[config.mk]
export PLATFORM = sky130hd
export DESIGN_NAME = fcpa_ctrl
export DESIGN_NICKNAME = d
export VERILOG_FILES = /design/src/rtl/core/fcpa_pkg.sv /design/src/rtl/core/fcpa_ctrl.sv
export SDC_FILE = /design/constraint.sdc
export NUM_CORES = 1
export LEC_CHECK = 0
export ABC_CLOCK_PERIOD_IN_PS = 1350
export BUFFER_PORTS_ARGS = -buffer_cell sky130_fd_sc_hd__buf_4
export CAP_MARGIN = 20
export CELL_PAD_IN_SITES_DETAIL_PLACEMENT = 1
export CELL_PAD_IN_SITES_GLOBAL_PLACEMENT = 1
export CORE_MARGIN = 5
export CORE_UTILIZATION = 30
export CTS_CLUSTER_DIAMETER = 150
export DETAILED_ROUTE_END_ITERATION = 10
export PLACE_DENSITY_LB_ADDON = 0.1
export SLEW_MARGIN = 20
export SYNTH_ARGS = -nofsm -noshare
export SYNTH_HDL_FRONTEND = slang
export SYNTH_SLANG_ARGS = --single-unit
[constraint.sdc]
create_clock -name clk -period 1.35 [get_ports clk]
set_input_delay 0.0675 -clock clk [delete_from_list [all_inputs] [get_ports clk]]
set_output_delay 0.0675 -clock clk [all_outputs]
set_load 0.02 [all_outputs]
[src/rtl/core/fcpa_pkg.sv]
// Shared types and constants of the fixed chunk pool allocator.
// Holds field widths, status and command codes, register map and the
// controller/datapath command and status structs. No dependencies.
`default_nettype none

package fcpa_pkg;

  // Field widths
  localparam int ADDR_W   = 32;
  localparam int CHUNK_W  = 16;
  localparam int POOL_W   = 24;
  localparam int SIZE_W   = 16;
  localparam int ALIGN_W  = 13;
  localparam int STATUS_W = 3;
  localparam int CFG_AW   = 4;
  localparam int CFG_DW   = 32;

  // Default pool capacity in chunks
  localparam int DEF_MAX_CHUNKS = 1024;

  // Register reset values
  localparam logic [ADDR_W-1:0]  BASE_RST  = '0;
  localparam logic [CHUNK_W-1:0] CHUNK_RST = 16'd8;
  localparam logic [POOL_W-1:0]  POOL_RST  = 24'd80;

  // Register indexes (word address)
  localparam logic [1:0] REG_BASE  = 2'd0;
  localparam logic [1:0] REG_CHUNK = 2'd1;
  localparam logic [1:0] REG_POOL  = 2'd2;

  // Request codes
  localparam logic CMD_ALLOC = 1'b0;
  localparam logic CMD_FREE  = 1'b1;

  // Result status codes
  typedef enum logic [STATUS_W-1:0] {
    ST_OK         = 3'd0,
    ST_EMPTY      = 3'd1,
    ST_TOO_LARGE  = 3'd2,
    ST_MISALIGNED = 3'd3,
    ST_OUTSIDE    = 3'd4
  } fcpa_status_t;

  // Controller to datapath commands
  typedef struct packed {
    logic         load_in;
    logic         mul_go;
    logic         div_start;
    logic         rd_link;
    logic         pop;
    logic         push;
    logic         fresh_inc;
    logic         res_load;
    logic         res_grant;
    fcpa_status_t res_status;
  } fcpa_cmd_t;

  // Datapath to controller status
  typedef struct packed {
    logic is_free;
    logic chunk_zero;
    logic use_rec;
    logic fresh_ok;
    logic div_busy;
    logic too_large;
    logic rem_nz;
    logic outside;
  } fcpa_stat_t;

endpackage

`default_nettype wire

[src/rtl/core/fcpa_ctrl.sv]
// Allocator controller: sequences one request through multiply, divide,
// evaluate and link access, then hands the result to the output register.
// Depends on fcpa_pkg.
`default_nettype none

module fcpa_ctrl (
  input  wire logic                 clk,
  input  wire logic                 rst_n,
  input  wire logic                 in_valid,
  output logic                      in_ready,
  output logic                      out_valid,
  input  wire logic                 out_ready,
  input  wire fcpa_pkg::fcpa_stat_t stat,
  output fcpa_pkg::fcpa_cmd_t       ctl_cmd
);
  import fcpa_pkg::*;

  typedef enum logic [2:0] {
    S_IDLE,
    S_MUL,
    S_START,
    S_DIV,
    S_EVAL,
    S_READ,
    S_DONE
  } state_t;

  state_t       state_r, state_nxt;
  fcpa_status_t pend_st_r, pend_st_nxt;
  logic         pend_grant_r, pend_grant_nxt;
  logic         out_valid_r, out_valid_nxt;
  logic         out_free;

  assign out_free = !out_valid_r || out_ready;

  // Next state and commands
  always_comb begin
    state_nxt      = state_r;
    pend_st_nxt    = pend_st_r;
    pend_grant_nxt = pend_grant_r;
    ctl_cmd        = '0;
    ctl_cmd.res_status = pend_st_r;
    ctl_cmd.res_grant  = pend_grant_r;

    case (state_r)
      S_IDLE: begin
        if (in_valid) begin
          ctl_cmd.load_in = 1'b1;
          state_nxt       = S_MUL;
        end
      end
      S_MUL: begin
        ctl_cmd.mul_go = 1'b1;
        state_nxt      = S_START;
      end
      S_START: begin
        pend_grant_nxt = 1'b0;
        if (stat.is_free && stat.chunk_zero) begin
          pend_st_nxt = ST_OUTSIDE;
          state_nxt   = S_DONE;
        end else if (!stat.is_free && !stat.use_rec && !stat.fresh_ok) begin
          pend_st_nxt = ST_EMPTY;
          state_nxt   = S_DONE;
        end else begin
          ctl_cmd.div_start = 1'b1;
          state_nxt         = S_DIV;
        end
      end
      S_DIV: begin
        if (!stat.div_busy) begin
          state_nxt = S_EVAL;
        end
      end
      S_EVAL: begin
        if (stat.is_free) begin
          if (stat.rem_nz) begin
            pend_st_nxt = ST_MISALIGNED;
          end else if (stat.outside) begin
            pend_st_nxt = ST_OUTSIDE;
          end else begin
            ctl_cmd.push = 1'b1;
            pend_st_nxt  = ST_OK;
          end
          state_nxt = S_DONE;
        end else if (stat.too_large) begin
          pend_st_nxt = ST_TOO_LARGE;
          state_nxt   = S_DONE;
        end else if (stat.use_rec) begin
          ctl_cmd.rd_link = 1'b1;
          state_nxt       = S_READ;
        end else begin
          ctl_cmd.fresh_inc = 1'b1;
          pend_st_nxt       = ST_OK;
          pend_grant_nxt    = 1'b1;
          state_nxt         = S_DONE;
        end
      end
      S_READ: begin
        ctl_cmd.pop    = 1'b1;
        pend_st_nxt    = ST_OK;
        pend_grant_nxt = 1'b1;
        state_nxt      = S_DONE;
      end
      S_DONE: begin
        if (out_free) begin
          ctl_cmd.res_load = 1'b1;
          state_nxt        = S_IDLE;
        end
      end
      default: begin
        state_nxt = S_IDLE;
      end
    endcase
  end

  // Output valid: set on result load, drop on transfer
  always_comb begin
    if (ctl_cmd.res_load) begin
      out_valid_nxt = 1'b1;
    end else if (out_ready) begin
      out_valid_nxt = 1'b0;
    end else begin
      out_valid_nxt = out_valid_r;
    end
  end

  // Hold state and registered outputs
  always_ff @(posedge clk) begin
    if (!rst_n) begin
      state_r      <= S_IDLE;
      pend_st_r    <= ST_OK;
      pend_grant_r <= 1'b0;
      out_valid_r  <= 1'b0;
    end else begin
      state_r      <= state_nxt;
      pend_st_r    <= pend_st_nxt;
      pend_grant_r <= pend_grant_nxt;
      out_valid_r  <= out_valid_nxt;
    end
  end

  assign in_ready  = state_r == S_IDLE;
  assign out_valid = out_valid_r;

endmodule

`default_nettype wire

==> run_results.csv, run 1 <==
group,metric,value,unit
critical_path,worstSetupEndpointType,"output pin",
timing,period_minus_slack,1390,ps
timing,finalCritPeriodShare,1.030,
hold_path,hp-start,"rst_n",
global_route,met2_usage,0.2562,
timing,slew_violations,0,
drt,wl_per_cell,14.15,um
synth,synth_warnings,0,
drt,drc,0,
clock_tree,cts_num_sinks,8,
global_route,grt_pass1_wl,2.980,mm
placed_design,numPlacedInstances,120,
synth,avgSynthCellArea,7.877,um^2
job,cap_viol_max_count,0,
floorplanning,start_util,0.3204,
placed_design,port-buffer-count,25,
floorplanning,die-height,53.18,um
global_route,track_usage,0.1511,
clock_tree,postCtsHoldBufs,0,
drt,first_iter_violations,0,
critical_path,ff2ff_path_depth,3,
drt,final_antenna_net_count,0,
power,vdd.ir_drop.worst,795.7,uV
clock_tree,cts_max_path_buffers,2,
timing,slew_headroom,0.7444,
synth,synth-seq-cells,8,
placed_design,dp_hpwl,1.313,mm
placed_design,place_ws,31.55,ps
finish,area_growth,68.90,%
clock_tree,cts_buffers,3,
timing,finalClockSkew,0.4969,ps
timing,final_hold_viol_count,0,
floorplanning,die_x,53.18,um
run_status,status,"complete, but fails checks",
timing,setup_slack,-39.90,ps
critical_path,start_kind,"flip-flop",
placed_design,place.gp.congestion,0.7334,
timing,rsz0062_at_grt,"yes",
critical_path,reg2reg_slack,50,ps
finish,diodes,0,
finish,final_cells,131,
hold_path,hold_depth,2,
clock_tree,insertion_delay,250,ps
critical_path,reg2reg_to,"pend_st_r[0]",
critical_path,crit_arrival,1320,ps
floorplanning,die-area,0.002828,mm^2
drt,drt_first_pass_iters,1,
synth,synth.distinct_cells,34,
drt,via_per_inst,4.962,
global_route,grtUsageMet1,0.1723,
critical_path,critPathMaxFanout,6,
drt,finalWirelength,1.853,mm
clock_tree,path_clk_slew,60,ps
floorplanning,rows,15,
synth,synth_fp_nets,83,
floorplanning,num_io_pins,26,
power,leakage,0.4109,nW
clock_tree,cts_tree,"yes",
global_route,busiest_layer,"met2",
critical_path,r2r-start,"state_r[2]",
critical_path,cp.required,1280,ps
drt,vias,650,
finish,finalNetCount,120,
synth,syn_inst,71,
synth,synth.cell_area,559.3,um^2
timing,worst_pin_slew,378.6,ps
clock_tree,cts-root-buf,"clkbuf_4",
timing,setup_violations,2,
critical_path,critPathKind,"flip-flop to output pin",
global_route,grt_max_degree,13,
hold_path,hold-path-endpoint,"pend_grant_r",
global_route,met3_usage,0.03099,
global_route,globalRoute.totalOverflow,0,
floorplanning,coreArea,0.001745,mm^2
finish,drive_gt1_frac,0.5377,
power,p_per_area,1696,mW/mm^2
hold_path,hp-class,"input pin to flip-flop",
timing,max_freq,719.5,MHz
run_status,violations,"setup timing",
clock_tree,cts_max_level,1,
global_route,antenna_found_initial,0,
global_route,grt_pass1_vias,630,
synth,yosysSeqAreaShare,0.2864,
## cell families (layout without fill, tap and decap cells)
| logic type | count (synthesis) | count (layout) | share of synthesized area |
|---|---|---|---|
| and+or+nand+nor | 34 | 34 | 0.3647 |
| muxes | 4 | 4 | 0.07606 |
| AOI/OAI and AO/OA | 18 | 18 | 0.2103 |
| buffers and inverters | 7 | 42 | 0.06262 |
| DFF | 8 | 8 | 0.2863 |
## worst max path at each step
stage | end | slack [ps] | cells after the start | start
floorplan | ctl_cmd[10] | 30 | 2 | state_r[0]
global placement | ctl_cmd[5] | 100 | 5 | state_r[0]
detailed placement | pend_st_r[0] | 30 | 3 | state_r[1]
CTS | ctl_cmd[5] | -110 | 5 | state_r[0]
global route | ctl_cmd[6] | -100 | 5 | state_r[1]
finish | ctl_cmd[9] | -40 | 3 | state_r[2]
## metal layers
| metal | routed length [um] | vias to the layer above |
|---|---|---|
| met5 | 0 | - |
| met4 | 34 | 0 |
| met3 | 112 | 4 |
| met2 | 895 | 16 |
| met1 | 811 | 300 |
| li1 | - | 330 |
## stage by stage
stage	hold slack, ps	instance area, um^2	util	total power [mW]	setup TNS (ps)
finish	122.0	944.7	0.5412	1.602	-65.92
global route	118.5	944.7	0.5412	1.727	-306.2
CTS	111.7	922.1	0.5283	1.596	-185.9
detailed placement	387.1	808.3	0.4631	1.180	0
global placement	384.6	808.3	0.4631	1.166	0
floorplan	187.7	583.1	-	0.8646	0
## cell usage in the layout, fill, tap and decap left out, drive strengths merged
cell,Yosys,layout
a21boi,3,3
a21oi,3,3
and2,2,2
and2b,1,1
and3b,1,1
and4b,1,1
buf,3,38
clkbuf,3,3
dfxtp,8,8
inv,1,1
mux2,2,2
mux2i,2,2
nand2,9,9
nand2b,1,1
nand3,1,1
nand3b,1,1
nand4b,1,1
nor2,5,5
nor2b,1,1
nor3,4,4
nor3b,2,2
nor4,1,1
nor4b,1,1
o21a,1,1
o21ai,7,7
o221ai,1,1
o22ai,2,2
o311ai,1,1
or3b,2,2
## cell usage after synthesis
library cell	n	area share
a21boi_0	1	0.013
a21boi_1	2	0.027
a21oi_1	3	0.027
and2_1	1	0.011
and2_2	1	0.013
and2b_1	1	0.013
and3b_1	1	0.016
and4b_1	1	0.018
buf_2	1	0.0089
buf_4	2	0.027
clkbuf_1	3	0.020
dfxtp_1	8	0.29
inv_1	1	0.0067
mux2_2	2	0.040
mux2i_1	2	0.036
nand2_1	9	0.060
nand2b_1	1	0.011
nand3_1	1	0.0089
nand3b_1	1	0.013
nand4b_1	1	0.016
nor2_1	5	0.034
nor2b_1	1	0.011
nor3_1	3	0.027
nor3_2	1	0.018
nor3b_1	2	0.027
nor4_1	1	0.011
nor4b_1	1	0.016
o21a_1	1	0.013
o21ai_0	5	0.045
o21ai_2	2	0.031
o221ai_1	1	0.016
o22ai_1	2	0.022
o311ai_0	1	0.016
or3b_4	2	0.040
## registers in the layout, summed over array words and instances, names as in the netlist
signal,flops
state_r,3
out_valid,1
pend_st_r,3
pend_grant_r,1
## what timing repair did
item	4_1_cts	5_1_grt
setup endpoints to repair	4	7
gates resized for setup	11	3
cloned	0	0
setup buffers	7	1
pin swaps	2	5
## critical path, cell delays in order, from the launching register on
cell	delay [ps]
dfxtp_4	370
or3b_4	400
nor3_4	160
buf_6	150
## report_power, final
part / total [mW] / switching [mW] / internal, mW
registers: 0.350 / 0.0493 / 0.301
clock network: 0.187 / 0.0850 / 0.102
logic: 1.06 / 0.527 / 0.538
total: 1.60 / 0.661 / 0.941
## area by class of cell
cell class	instances	area [um^2]
multi-input cells	56	420.4
inverters	1	3.754
well taps	25	31.28
fillers	231	800.8
flip-flops and latches	8	166.4
clock buffers	3	22.52
repair buffers	38	300.3
No activity file was read; power rests on OpenSTA's default activity.
==> run 2: changes to the inputs <==
- TNS_END_PERCENT: not set -> 50
==> run 2 against run 1 <==
  * The flow still finishes with violations (setup timing)
  * Worst setup slack lost 28 ps
  * First-iteration DRC count rose by 3
  * Critical path depth unchanged
  * Combinational power decreased by 9.6%
  * Clock skew rose by 4.5 ps
  * Flip-flop and latch count unchanged
  * Register-to-register slack got worse by 60 ps
  * Worst hold slack lost 22 ps
  * Global-route usage down 0.28 points
  * Via count down 3.5%
  * Critical endpoint unchanged
  * Highest routed layer unchanged
==> run_results.csv, run 2 (synthesis results as in run 1) <==
group,metric,value,unit
job,cap_viol_max_count,0,
clock_tree,path_clk_slew,60,ps
global_route,track_usage,0.1483,
global_route,met2_usage,0.2479,
finish,final_cell_mix,"buf_4 (31), nand2_1 (8), dfxtp_1 (5), nor2_1 (4), o21ai_0 (4)",
drt,vias,627,
global_route,antenna_found_initial,0,
global_route,met3_usage,0.05915,
finish,n_fill_cell,217,
finish,final_cells,125,
critical_path,critPathMaxFanout,4,
finish,drive_gt1_frac,0.5200,
placed_design,dpl_cell_area,788.3,um^2
floorplanning,rows,15,
drt,wl_per_cell,14.41,um
timing,rsz0062_at_grt,"yes",
timing,max_freq,705.5,MHz
global_route,grt_pass1_wl,2.918,mm
global_route,busiest_layer,"met2",
finish,seq_area,168.9,um^2
floorplanning,num_io_pins,26,
clock_tree,cts_num_sinks,8,
timing,finalClockSkew,5.024,ps
drt,via_per_inst,5.016,
floorplanning,die-area,0.002828,mm^2
critical_path,critPathKind,"flip-flop to output pin",
floorplanning,coreArea,0.001745,mm^2
critical_path,crit_arrival,1350,ps
timing,period_minus_slack,1418,ps
drt,drt_first_pass_iters,2,
finish,area_growth,59.51,%
finish,multi_input_area,421.7,um^2
timing,totalNegativeSetupSlack,-114.8,ps
timing,setup_slack,-67.51,ps
placed_design,port-buffer-count,25,
global_route,globalRoute.totalOverflow,0,
run_status,violations,"setup timing",
timing,setup_violations,4,
critical_path,cp.required,1280,ps
timing,slew_headroom,0.7822,
hold_path,hp-class,"input pin to flip-flop",
run_status,status,"complete, but fails checks",
critical_path,start_kind,"flip-flop",
placed_design,place.gp.congestion,0.7938,
power,p_per_area,1702,mW/mm^2
power,vdd.ir_drop.worst,926.5,uV
timing,worst_pin_slew,322.7,ps
power,leakage,0.3671,nW
floorplanning,start_util,0.3204,
timing,final_hold_viol_count,0,
finish,diodes,0,
clock_tree,cts_tree,"yes",
finish,finalNetCount,114,
global_route,grt_max_degree,14,
clock_tree,cts_max_path_buffers,2,
finish,final_area,892.1,um^2
critical_path,worstSetupEndpointType,"output pin",
global_route,grt_pass1_vias,680,
timing,finalCritPeriodShare,1.050,
floorplanning,die-height,53.18,um
finish,final_common_cell,"buf_4",
global_route,grtUsageMet1,0.1644,
clock_tree,cts-root-buf,"clkbuf_4",
timing,slew_violations,0,
placed_design,numPlacedInstances,119,
clock_tree,cts_buffers,3,
clock_tree,cts_max_level,1,
drt,finalWirelength,1.801,mm
floorplanning,die_x,53.18,um
clock_tree,insertion_delay,270,ps
placed_design,dp_hpwl,1.345,mm
timing,fin_hold_ws,100.3,ps
placed_design,place_ws,81.47,ps
drt,final_antenna_net_count,0,
finish,top_regs,"pend_st_r: 3 flops, state_r: 3 flops",
drt,drc,0,
drt,first_iter_violations,3,
## run 2: cell count changes in the layout (fill, tap and decap cells not counted), sizes merged
cell	delta
buf	-6
## run 2: metal layers
metal,wire length (um),vias up,part of all wire
met5,0,-,0
met4,28,0,0.016
met3,84,3,0.047
met2,916,13,0.51
met1,771,293,0.43
li1,-,318,-
## run 2: path summary, 6_finish.rpt
path	depth (start not counted)	from	slack [ps]	endpoint
max	3	state_r[0]	-70	ctl_cmd[9]
min	3	stat[3]	100	state_r[0]
max reg2reg	4	state_r[0]	-10	pend_st_r[0]
min reg2reg	2	pend_st_r[2]	460	pend_st_r[2]
## run 2: report_power, final
part	internal [mW]	switching (mW)	total (mW)
registers	0.311	0.0561	0.367
clock network	0.102	0.0909	0.193
logic	0.448	0.510	0.958
## run 2: layout make-up
cell class,count,share of cell area
clock buffers,3,0.02525
inverters,1,0.004208
multi-input cells,56,0.4727
flip-flops and latches,8,0.1893
well taps,25,0.03506
repair buffers,32,0.2735
## run 2: worst max-delay path, cell delays in order, from the launching register on
cell	delay (ps)
dfxtp_4	350
or3b_4	420
nor3_4	170
buf_6	150
## run 2: stage by stage
step	total power [mW]	util
floorplan	0.8540	-
global placement	1.133	0.4516
detailed placement	1.150	0.4516
CTS	1.472	0.5018
global route	1.628	0.5111
finish	1.518	0.5111
## run 2: timing repair
| item | in CTS | in global routing |
|---|---|---|
| hold buffers | 0 | 0 |
| endpoints found under the setup margin | 6 | 10 |
| buffers inserted | 3 | 0 |
| gates cloned | 0 | 0 |
| resized for setup | 10 | 5 |
